===== config.mk =====
export PLATFORM = sky130hd
export DESIGN_NAME = wrench_moving_average_core_flat
export DESIGN_NICKNAME = d
export VERILOG_FILES = /design/src/rtl/wma_pkg.sv /design/src/rtl/wma_in_if.sv /design/src/rtl/wma_out_if.sv /design/src/rtl/wrench_moving_average_core.sv /design/src/flat_wrapper.sv
export VERILOG_INCLUDE_DIRS = /design/src /design/src/rtl
export SDC_FILE = /design/constraint.sdc
export NUM_CORES = 2
export LEC_CHECK = 0
export BUFFER_PORTS_ARGS = -buffer_cell sky130_fd_sc_hd__buf_4
export CORE_UTILIZATION = 50
export CTS_CLUSTER_DIAMETER = 50
export DETAILED_ROUTE_END_ITERATION = 12
export PLACE_DENSITY_LB_ADDON = 0.3
export SLEW_MARGIN = 5
export SYNTH_ARGS = -nofsm -noshare
export SYNTH_HDL_FRONTEND = slang
export SYNTH_SLANG_ARGS = --single-unit

===== constraint.sdc =====
create_clock -name clk -period 13.8 [get_ports clk]
set_input_delay 0.69 -clock clk [delete_from_list [all_inputs] [get_ports clk]]
set_output_delay 0.69 -clock clk [all_outputs]
set_load 0.1 [all_outputs]

===== src/rtl/wrench_moving_average_core_defines.svh =====
// Assertion macros shared by the moving average RTL.
`ifndef WRENCH_MOVING_AVERAGE_CORE_DEFINES_SVH
`define WRENCH_MOVING_AVERAGE_CORE_DEFINES_SVH

// Checked property, disabled while the reset is asserted.
`define WMA_ASSERT(label, clk, rst, prop, msg) \
  label: assert property (@(posedge clk) disable iff (rst) (prop)) else $error(msg);

// Checked property that also holds through reset.
`define WMA_ASSERT_ALWAYS(label, clk, prop, msg) \
  label: assert property (@(posedge clk) (prop)) else $error(msg);

`endif


===== src/rtl/wma_pkg.sv =====
// Shared types and constants for the wrench moving average block.
package wma_pkg;

  localparam int DATA_W         = 24;
  localparam int CHANNELS       = 6;
  localparam int WINDOW_DEFAULT = 8;
  // Quotient bits produced per cycle by the divider.
  localparam int DIV_STEPS      = 4;

  typedef logic signed [DATA_W-1:0] chan_t;
  typedef chan_t [CHANNELS-1:0] wrench_t;

  typedef enum logic [2:0] {
    ST_IDLE,
    ST_ACCUM,
    ST_SETUP,
    ST_DIVIDE,
    ST_FINISH
  } state_t;

endpackage


===== src/rtl/wma_in_if.sv =====
// Input channel carrying one six-axis force/torque sample per transaction.
interface wma_in_if;
  logic                             valid;
  logic                             ready;
  logic signed [wma_pkg::DATA_W-1:0] force_x_in;
  logic signed [wma_pkg::DATA_W-1:0] force_y_in;
  logic signed [wma_pkg::DATA_W-1:0] force_z_in;
  logic signed [wma_pkg::DATA_W-1:0] torque_x_in;
  logic signed [wma_pkg::DATA_W-1:0] torque_y_in;
  logic signed [wma_pkg::DATA_W-1:0] torque_z_in;

  modport source (
    output valid, force_x_in, force_y_in, force_z_in,
    output torque_x_in, torque_y_in, torque_z_in,
    input  ready
  );

  modport sink (
    input  valid, force_x_in, force_y_in, force_z_in,
    input  torque_x_in, torque_y_in, torque_z_in,
    output ready
  );
endinterface


===== src/rtl/wma_out_if.sv =====
// Output channel carrying one six-axis averaged result per transaction.
interface wma_out_if;
  logic                             valid;
  logic                             ready;
  logic signed [wma_pkg::DATA_W-1:0] force_x_avg;
  logic signed [wma_pkg::DATA_W-1:0] force_y_avg;
  logic signed [wma_pkg::DATA_W-1:0] force_z_avg;
  logic signed [wma_pkg::DATA_W-1:0] torque_x_avg;
  logic signed [wma_pkg::DATA_W-1:0] torque_y_avg;
  logic signed [wma_pkg::DATA_W-1:0] torque_z_avg;

  modport source (
    output valid, force_x_avg, force_y_avg, force_z_avg,
    output torque_x_avg, torque_y_avg, torque_z_avg,
    input  ready
  );

  modport sink (
    input  valid, force_x_avg, force_y_avg, force_z_avg,
    input  torque_x_avg, torque_y_avg, torque_z_avg,
    output ready
  );
endinterface


===== src/rtl/wrench_moving_average_core.sv =====
// Six-channel boxcar moving average over a ring memory of the last WINDOW samples.
// Each accepted sample is registered, added to the running sums, and then divided by the
// fill count in six shared-step restoring dividers that retire four quotient bits per
// cycle; a new sample is taken only once the last result has been loaded for output.
// A waiting result sits in the output register while the next sample is processed.
// Reset (synchronous) clears position, fill count, running sums and control; the
// ring memory is not cleared and no clearing pass is needed.
`include "wrench_moving_average_core_defines.svh"

module wrench_moving_average_core #(
  parameter int WINDOW = wma_pkg::WINDOW_DEFAULT
) (
  input  logic      clk,
  input  logic      rst,
  wma_in_if.sink    samples,
  wma_out_if.source averages
);

  localparam int DW        = wma_pkg::DATA_W;
  localparam int CH        = wma_pkg::CHANNELS;
  localparam int STEPS     = wma_pkg::DIV_STEPS;
  localparam int POS_W     = (WINDOW > 1) ? $clog2(WINDOW) : 1;
  localparam int CNT_W     = $clog2(WINDOW + 1);
  localparam int SUM_W     = DW + $clog2(WINDOW);
  localparam int DIV_ITERS = (SUM_W + STEPS - 1) / STEPS;
  localparam int DVD_W     = DIV_ITERS * STEPS;
  localparam int ITER_W    = (DIV_ITERS > 1) ? $clog2(DIV_ITERS) : 1;

  localparam logic [POS_W-1:0]  LAST_POS  = POS_W'(WINDOW - 1);
  localparam logic [CNT_W-1:0]  FULL_CNT  = CNT_W'(WINDOW);
  localparam logic [ITER_W-1:0] ITER_LAST = ITER_W'(DIV_ITERS - 1);

  wma_pkg::state_t  state, state_next;
  wma_pkg::wrench_t ring [WINDOW];
  wma_pkg::wrench_t sample;
  wma_pkg::wrench_t old_entry;
  wma_pkg::wrench_t result;

  logic [POS_W-1:0]        wr_pos;
  logic [CNT_W-1:0]        fill_count;
  logic signed [SUM_W-1:0] sums [CH];
  logic [CH-1:0]           neg;
  logic [DVD_W-1:0]        dvd [CH];
  logic [DVD_W-1:0]        dvd_next [CH];
  logic [CNT_W-1:0]        rem [CH];
  logic [CNT_W-1:0]        rem_next [CH];
  logic [ITER_W-1:0]       iter;
  logic                    out_valid;
  logic                    accept;
  logic                    load_out;
  logic                    full;

  assign accept = samples.valid && samples.ready;
  assign full   = (fill_count == FULL_CNT);

  // Control state machine.
  always_ff @(posedge clk) begin
    if (rst) begin
      state <= wma_pkg::ST_IDLE;
    end else begin
      state <= state_next;
    end
  end

  always_comb begin
    state_next    = state;
    samples.ready = 1'b0;
    load_out      = 1'b0;
    case (state)
      wma_pkg::ST_IDLE: begin
        samples.ready = 1'b1;
        if (samples.valid) begin
          state_next = wma_pkg::ST_ACCUM;
        end
      end
      wma_pkg::ST_ACCUM: begin
        state_next = wma_pkg::ST_SETUP;
      end
      wma_pkg::ST_SETUP: begin
        state_next = wma_pkg::ST_DIVIDE;
      end
      wma_pkg::ST_DIVIDE: begin
        if (iter == '0) begin
          state_next = wma_pkg::ST_FINISH;
        end
      end
      wma_pkg::ST_FINISH: begin
        if (!out_valid || averages.ready) begin
          load_out   = 1'b1;
          state_next = wma_pkg::ST_IDLE;
        end
      end
      default: begin
        state_next = wma_pkg::ST_IDLE;
      end
    endcase
  end

  // Ring memory: the slot about to be overwritten is read when the transaction is
  // taken, and the new sample is written back in the following cycle.
  always_ff @(posedge clk) begin
    if (accept) begin
      old_entry <= ring[wr_pos];
    end
    if (state == wma_pkg::ST_ACCUM) begin
      ring[wr_pos] <= sample;
    end
  end

  always_ff @(posedge clk) begin
    if (accept) begin
      sample[0] <= samples.force_x_in;
      sample[1] <= samples.force_y_in;
      sample[2] <= samples.force_z_in;
      sample[3] <= samples.torque_x_in;
      sample[4] <= samples.torque_y_in;
      sample[5] <= samples.torque_z_in;
    end
  end

  // Running sums over the filled slots. Once the ring is full the overwritten
  // sample leaves the window; before that the slot was never written.
  always_ff @(posedge clk) begin
    if (rst) begin
      wr_pos     <= '0;
      fill_count <= '0;
      for (int c = 0; c < CH; c++) begin
        sums[c] <= '0;
      end
    end else if (state == wma_pkg::ST_ACCUM) begin
      wr_pos <= (wr_pos == LAST_POS) ? '0 : wr_pos + POS_W'(1);
      if (!full) begin
        fill_count <= fill_count + CNT_W'(1);
      end
      for (int c = 0; c < CH; c++) begin
        sums[c] <= sums[c] + SUM_W'($signed(sample[c]))
                 - (full ? SUM_W'($signed(old_entry[c])) : SUM_W'(0));
      end
    end
  end

  // Restoring divide of each magnitude by the fill count, STEPS bits per cycle.
  always_comb begin
    logic [CNT_W:0]   t;
    logic [CNT_W-1:0] r;
    logic [DVD_W-1:0] d;
    logic             qbit;
    for (int c = 0; c < CH; c++) begin
      r = rem[c];
      d = dvd[c];
      for (int s = 0; s < STEPS; s++) begin
        t = {r, d[DVD_W-1]};
        if (t >= {1'b0, fill_count}) begin
          r    = CNT_W'(t - {1'b0, fill_count});
          qbit = 1'b1;
        end else begin
          r    = t[CNT_W-1:0];
          qbit = 1'b0;
        end
        d = {d[DVD_W-2:0], qbit};
      end
      rem_next[c] = r;
      dvd_next[c] = d;
    end
  end

  always_ff @(posedge clk) begin
    if (state == wma_pkg::ST_SETUP) begin
      iter <= ITER_LAST;
      for (int c = 0; c < CH; c++) begin
        neg[c] <= sums[c][SUM_W-1];
        rem[c] <= '0;
        dvd[c] <= DVD_W'(sums[c][SUM_W-1] ? unsigned'(-sums[c]) : unsigned'(sums[c]));
      end
    end else if (state == wma_pkg::ST_DIVIDE) begin
      iter <= iter - ITER_W'(1);
      for (int c = 0; c < CH; c++) begin
        rem[c] <= rem_next[c];
        dvd[c] <= dvd_next[c];
      end
    end
  end

  // Output register; the quotient magnitude always fits the field width.
  always_ff @(posedge clk) begin
    if (load_out) begin
      for (int c = 0; c < CH; c++) begin
        result[c] <= neg[c] ? -dvd[c][DW-1:0] : dvd[c][DW-1:0];
      end
    end
  end

  always_ff @(posedge clk) begin
    if (rst) begin
      out_valid <= 1'b0;
    end else if (load_out) begin
      out_valid <= 1'b1;
    end else if (averages.ready) begin
      out_valid <= 1'b0;
    end
  end

  assign averages.valid        = out_valid;
  assign averages.force_x_avg  = result[0];
  assign averages.force_y_avg  = result[1];
  assign averages.force_z_avg  = result[2];
  assign averages.torque_x_avg = result[3];
  assign averages.torque_y_avg = result[4];
  assign averages.torque_z_avg = result[5];

  `WMA_ASSERT(a_accept_starts_update, clk, rst,
    accept |=> (state == wma_pkg::ST_ACCUM), "accepted sample did not start an update")
  `WMA_ASSERT(a_rem_below_divisor, clk, rst,
    (state == wma_pkg::ST_DIVIDE) |-> (rem[0] < fill_count && fill_count != '0),
    "divider remainder not below the fill count")
  `WMA_ASSERT(a_result_from_finish, clk, rst,
    $rose(out_valid) |-> ($past(state) == wma_pkg::ST_FINISH),
    "result appeared without a finished division")
  `WMA_ASSERT(a_fill_moves_on_update, clk, rst,
    ($past(state) != wma_pkg::ST_ACCUM) |-> $stable(fill_count),
    "fill count changed outside an update")
  `WMA_ASSERT_ALWAYS(a_fill_bounded, clk,
    rst || (fill_count <= FULL_CNT), "fill count beyond the window")

endmodule

===== src/flat_wrapper.sv =====
// flat-port wrapper written by rule: the top's interface ports become plain ports
module wrench_moving_average_core_flat 
#(
  parameter int WINDOW = wma_pkg::WINDOW_DEFAULT
)
  (clk, rst, samples_valid, samples_force_x_in, samples_force_y_in, samples_force_z_in, samples_torque_x_in, samples_torque_y_in, samples_torque_z_in, samples_ready, averages_valid, averages_force_x_avg, averages_force_y_avg, averages_force_z_avg, averages_torque_x_avg, averages_torque_y_avg, averages_torque_z_avg, averages_ready);
  wma_in_if samples_i ();
  wma_out_if averages_i ();
  input  logic clk;
  input  logic rst;
  input wire logic [$bits(samples_i.valid)-1:0] samples_valid;
  input wire logic [$bits(samples_i.force_x_in)-1:0] samples_force_x_in;
  input wire logic [$bits(samples_i.force_y_in)-1:0] samples_force_y_in;
  input wire logic [$bits(samples_i.force_z_in)-1:0] samples_force_z_in;
  input wire logic [$bits(samples_i.torque_x_in)-1:0] samples_torque_x_in;
  input wire logic [$bits(samples_i.torque_y_in)-1:0] samples_torque_y_in;
  input wire logic [$bits(samples_i.torque_z_in)-1:0] samples_torque_z_in;
  output wire logic [$bits(samples_i.ready)-1:0] samples_ready;
  output wire logic [$bits(averages_i.valid)-1:0] averages_valid;
  output wire logic [$bits(averages_i.force_x_avg)-1:0] averages_force_x_avg;
  output wire logic [$bits(averages_i.force_y_avg)-1:0] averages_force_y_avg;
  output wire logic [$bits(averages_i.force_z_avg)-1:0] averages_force_z_avg;
  output wire logic [$bits(averages_i.torque_x_avg)-1:0] averages_torque_x_avg;
  output wire logic [$bits(averages_i.torque_y_avg)-1:0] averages_torque_y_avg;
  output wire logic [$bits(averages_i.torque_z_avg)-1:0] averages_torque_z_avg;
  input wire logic [$bits(averages_i.ready)-1:0] averages_ready;
  assign samples_i.valid = samples_valid;
  assign samples_i.force_x_in = samples_force_x_in;
  assign samples_i.force_y_in = samples_force_y_in;
  assign samples_i.force_z_in = samples_force_z_in;
  assign samples_i.torque_x_in = samples_torque_x_in;
  assign samples_i.torque_y_in = samples_torque_y_in;
  assign samples_i.torque_z_in = samples_torque_z_in;
  assign samples_ready = samples_i.ready;
  assign averages_valid = averages_i.valid;
  assign averages_force_x_avg = averages_i.force_x_avg;
  assign averages_force_y_avg = averages_i.force_y_avg;
  assign averages_force_z_avg = averages_i.force_z_avg;
  assign averages_torque_x_avg = averages_i.torque_x_avg;
  assign averages_torque_y_avg = averages_i.torque_y_avg;
  assign averages_torque_z_avg = averages_i.torque_z_avg;
  assign averages_i.ready = averages_ready;
  wrench_moving_average_core #(.WINDOW(WINDOW)) u_core (.clk(clk), .rst(rst), .samples(samples_i), .averages(averages_i));
endmodule

==> impl_metrics.tcl <==
set metrics [dict create \
    status "completed" \
    synth_edf_count 1944 \
    grtUsageTotal_pct 25.2 \
    yosys_warnings 0 \
    syn-num-nets 7329 \
    io-pin-count 294 \
    first_pass_iters 6 \
    synthArstFlopShare_pct 0 \
    worstSetupEndpoint "u_core.rem[0][1]" \
    final_common_cell "edfxtp_1" \
    port_buffers 293 \
    postPlaceCellArea_sq_um 96000 \
    finalInstanceArea_sq_um 104000 \
    fin_crit_sh_pct 59.8 \
    arrival_ns 8.81 \
    relSlewSlack_pct 24.5 \
    yosys.area_share.simple_pct 7.35 \
    power_density_nw_per_um2 156 \
    nets 7770 \
    hold_viol_final 0 \
    cts_buffers 210 \
    coreArea_sq_um 181000 \
    gp_congestion 0.901 \
    fin_util_pct 57.4 \
    die_w_um 429 \
    grt_pass1_wl_mm 348 \
    min_path_type "primary input to register" \
    grt_pass1_vias 54500 \
    die_y_um 429 \
    dieArea_sq_um 184000 \
    critical_path_depth 31 \
    crit_path_start "u_core.fill_count[0]" \
    cp_data_required_time_ns 14.36 \
    ys.flop_type "edfxtp_1" \
    cts_root_buffer "clkbuf_16" \
    wl_per_cell_um 24.1 \
    ys_seq_elements 1958 \
    crit_fanout 16 \
    syn_area_sq_um 91100 \
    rrSetupSlack_ns 5.54 \
    antenna_left 0 \
    crit_buf_inv 3 \
    post_synth_num_cell_types 78 \
    fmax_mhz 121 \
    cts_max_path_buffers 3 \
    hpwl_mm 151 \
    cts.clk_slew.worst_paths_ns 0.06 \
    layout_common_cells "1944 x edfxtp_1, 725 x inv_1, 577 x a22oi_1" \
    rsz0062_at_grt "no" \
    setup_viol 0 \
    drive_gt1_share_pct 10.5 \
    drc 0 \
    ctsResizeCount 0 \
    fin_skew_ns 0.0540 \
    place_inst 9204 \
    rows 156 \
    cpPeakStageDelay_ns 0.80 \
    setup_tns_ns 0 \
    power_uw 16200 \
    maxCapViolCount 0 \
    yosysSeqAreaShare_pct 64.4 \
    cts_tree "done" \
    worst_setup_path_start_kind "register" \
    finalNonFillerCells 9711 \
    regToRegStartpoint "u_core.fill_count[0]" \
    dr.first_iter.drc_count 6930 \
    syn_area_per_cell_sq_um 13.6 \
    synthCells 6719 \
    synth_compound_area_share_pct 11.5 \
    grt_max_degree 148 \
    synth_top_family_by_area "compound AO/OA/AOI/OAI gates" \
    grt_remaining_overflow 0 \
    clkLatencyLatePin_ns 0.86 \
    maxSlewViolCount 0 \
    crit_type "register to register" \
    p_leak_uw 0.0371 \
    end_kind "register" \
    vias_per_cell 5.83 \
    crit_top_cell "a21o_1" \
    vdd_drop_max_uv 115 \
    start_util_pct 50.4 \
    cts_setup_buffers 0 \
    antenna_found_initial 12 \
    syn_to_final_growth_pct 14.0 \
    synth-adder-area-share_pct 7.83 \
    tightestPinTransition_ns 1.10 \
    numClockSinks 1958 \
    num_vias 56700 \
    rr_worst_depth 31 \
    crit_family "compound AO/OA/AOI/OAI gates" \
    totalWireLength_mm 235 \
    slowest_stage "dfxtp_1" \
    synth_xor_area_share_pct 4.17 \
    fin_crit_ns 8.26 \
    r2r_end "u_core.rem[0][1]" \
    muxShareOfSynthArea_pct 0.742 \
    htreeDepth 4 \
]
==> layer usage <==
metal  vias up  global-route usage, %  part of all wire [%]
met5         -                      0                     0
met4         0                   6.44                   2.1
met3       299                   6.23                    11
met2      2646                   36.0                    42
met1     27800                   38.3                    45
li1      25900                      -                     -
==> synthesized netlist by cell type, types with 26 or more instances <==
cell      count  share of area (%)
mux2i_1      36               0.40
a21oi_1     175               0.96
nand2_1     314                1.3
fa_1        180                4.0
nor3_1       53               0.29
a21o_1      119               0.98
xor2_1       78               0.75
o21a_1       32               0.26
inv_1       726                3.0
xnor2_1     356                3.4
and2_1      170                1.2
clkbuf_1    209               0.86
or4_1        28               0.23
mux2_2       26               0.32
nand2b_1     50               0.34
or3_1        59               0.41
nand4_1     180                1.2
nor2b_1      46               0.32
buf_1        34               0.14
a22oi_1     577                4.8
o31ai_1      73               0.60
nand3_1      62               0.34
o41ai_1      36               0.35
ha_1        282                3.9
edfxtp_1   1944                 64
o21ai_0     339                1.9
nor2_1      241               0.99
a211oi_1     38               0.31
==> through the flow <==
stage | setup WS, ns | hold slack [ns]
2_1_floorplan | 2.13 | 0.424
3_3_place_gp | 5.64 | 0.473
3_5_place_dp | 5.62 | 0.482
4_1_cts | 5.58 | 0.000547
5_1_grt | 4.91 | 0.0144
6_report | 5.54 | 0.0569
==> cell type report <==
type                    count  area (sq um)
clock inverters           135          1270
repair buffers            475          3880
inverters                 726          2730
multi-input cells        3789         28900
diodes                      1          2.50
fillers                 14300         77100
flip-flops and latches   1958         58700
well taps                2370          2970
clock buffers             257          5470
==> worst min path at each step <==
| stage | from | endpoint | slack [ns] | depth (start not counted) |
|---|---|---|---|---|
| floorplan | u_core.sums[0][26] | u_core.neg[0] | 0.42 | 0 |
| global route | samples_force_x_in[19] | u_core.sample[19] | 0.01 | 1 |
| CTS | samples_force_x_in[15] | u_core.sample[15] | 0.0005 | 1 |
| finish | samples_force_x_in[19] | u_core.sample[19] | 0.06 | 1 |
| detailed placement | u_core.iter[1] | u_core.iter[1] | 0.48 | 2 |
| global placement | u_core.iter[2] | u_core.iter[2] | 0.47 | 2 |
==> flip-flops by register name, indices dropped and copies added (netlist names), 6 cells and up <==
| register | count |
|---|---|
| u_core.ring | 1152 |
| u_core.dvd | 168 |
| u_core.sums | 162 |
| u_core.old_entry | 144 |
| u_core.sample | 144 |
| u_core.averages.force_x_avg | 24 |
| u_core.averages.force_y_avg | 24 |
| u_core.averages.force_z_avg | 24 |
| u_core.averages.torque_x_avg | 24 |
| u_core.averages.torque_y_avg | 24 |
| u_core.averages.torque_z_avg | 24 |
| u_core.rem | 24 |
| u_core.neg | 6 |
==> kinds of logic after synthesis <==
group,Yosys count
buf+inv,972
simple gates,1297
flops,1958
xor+xnor,434
compound gates,1533
mux,63
fa+ha+maj,462
==> repair_timing <==
action	CTS	global route
endpoints found under the setup margin	0	0
hold buffers	114	0
hold endpoints to repair	114	0
==> where the power goes <==
part	internal, uW	switching [uW]	leakage (uW)
registers	7010	288	0.0181
clock network	3100	2390	0.00327
logic	1340	2030	0.0157
total	11500	4710	0.0371
(Power assumes the default switching activity.)
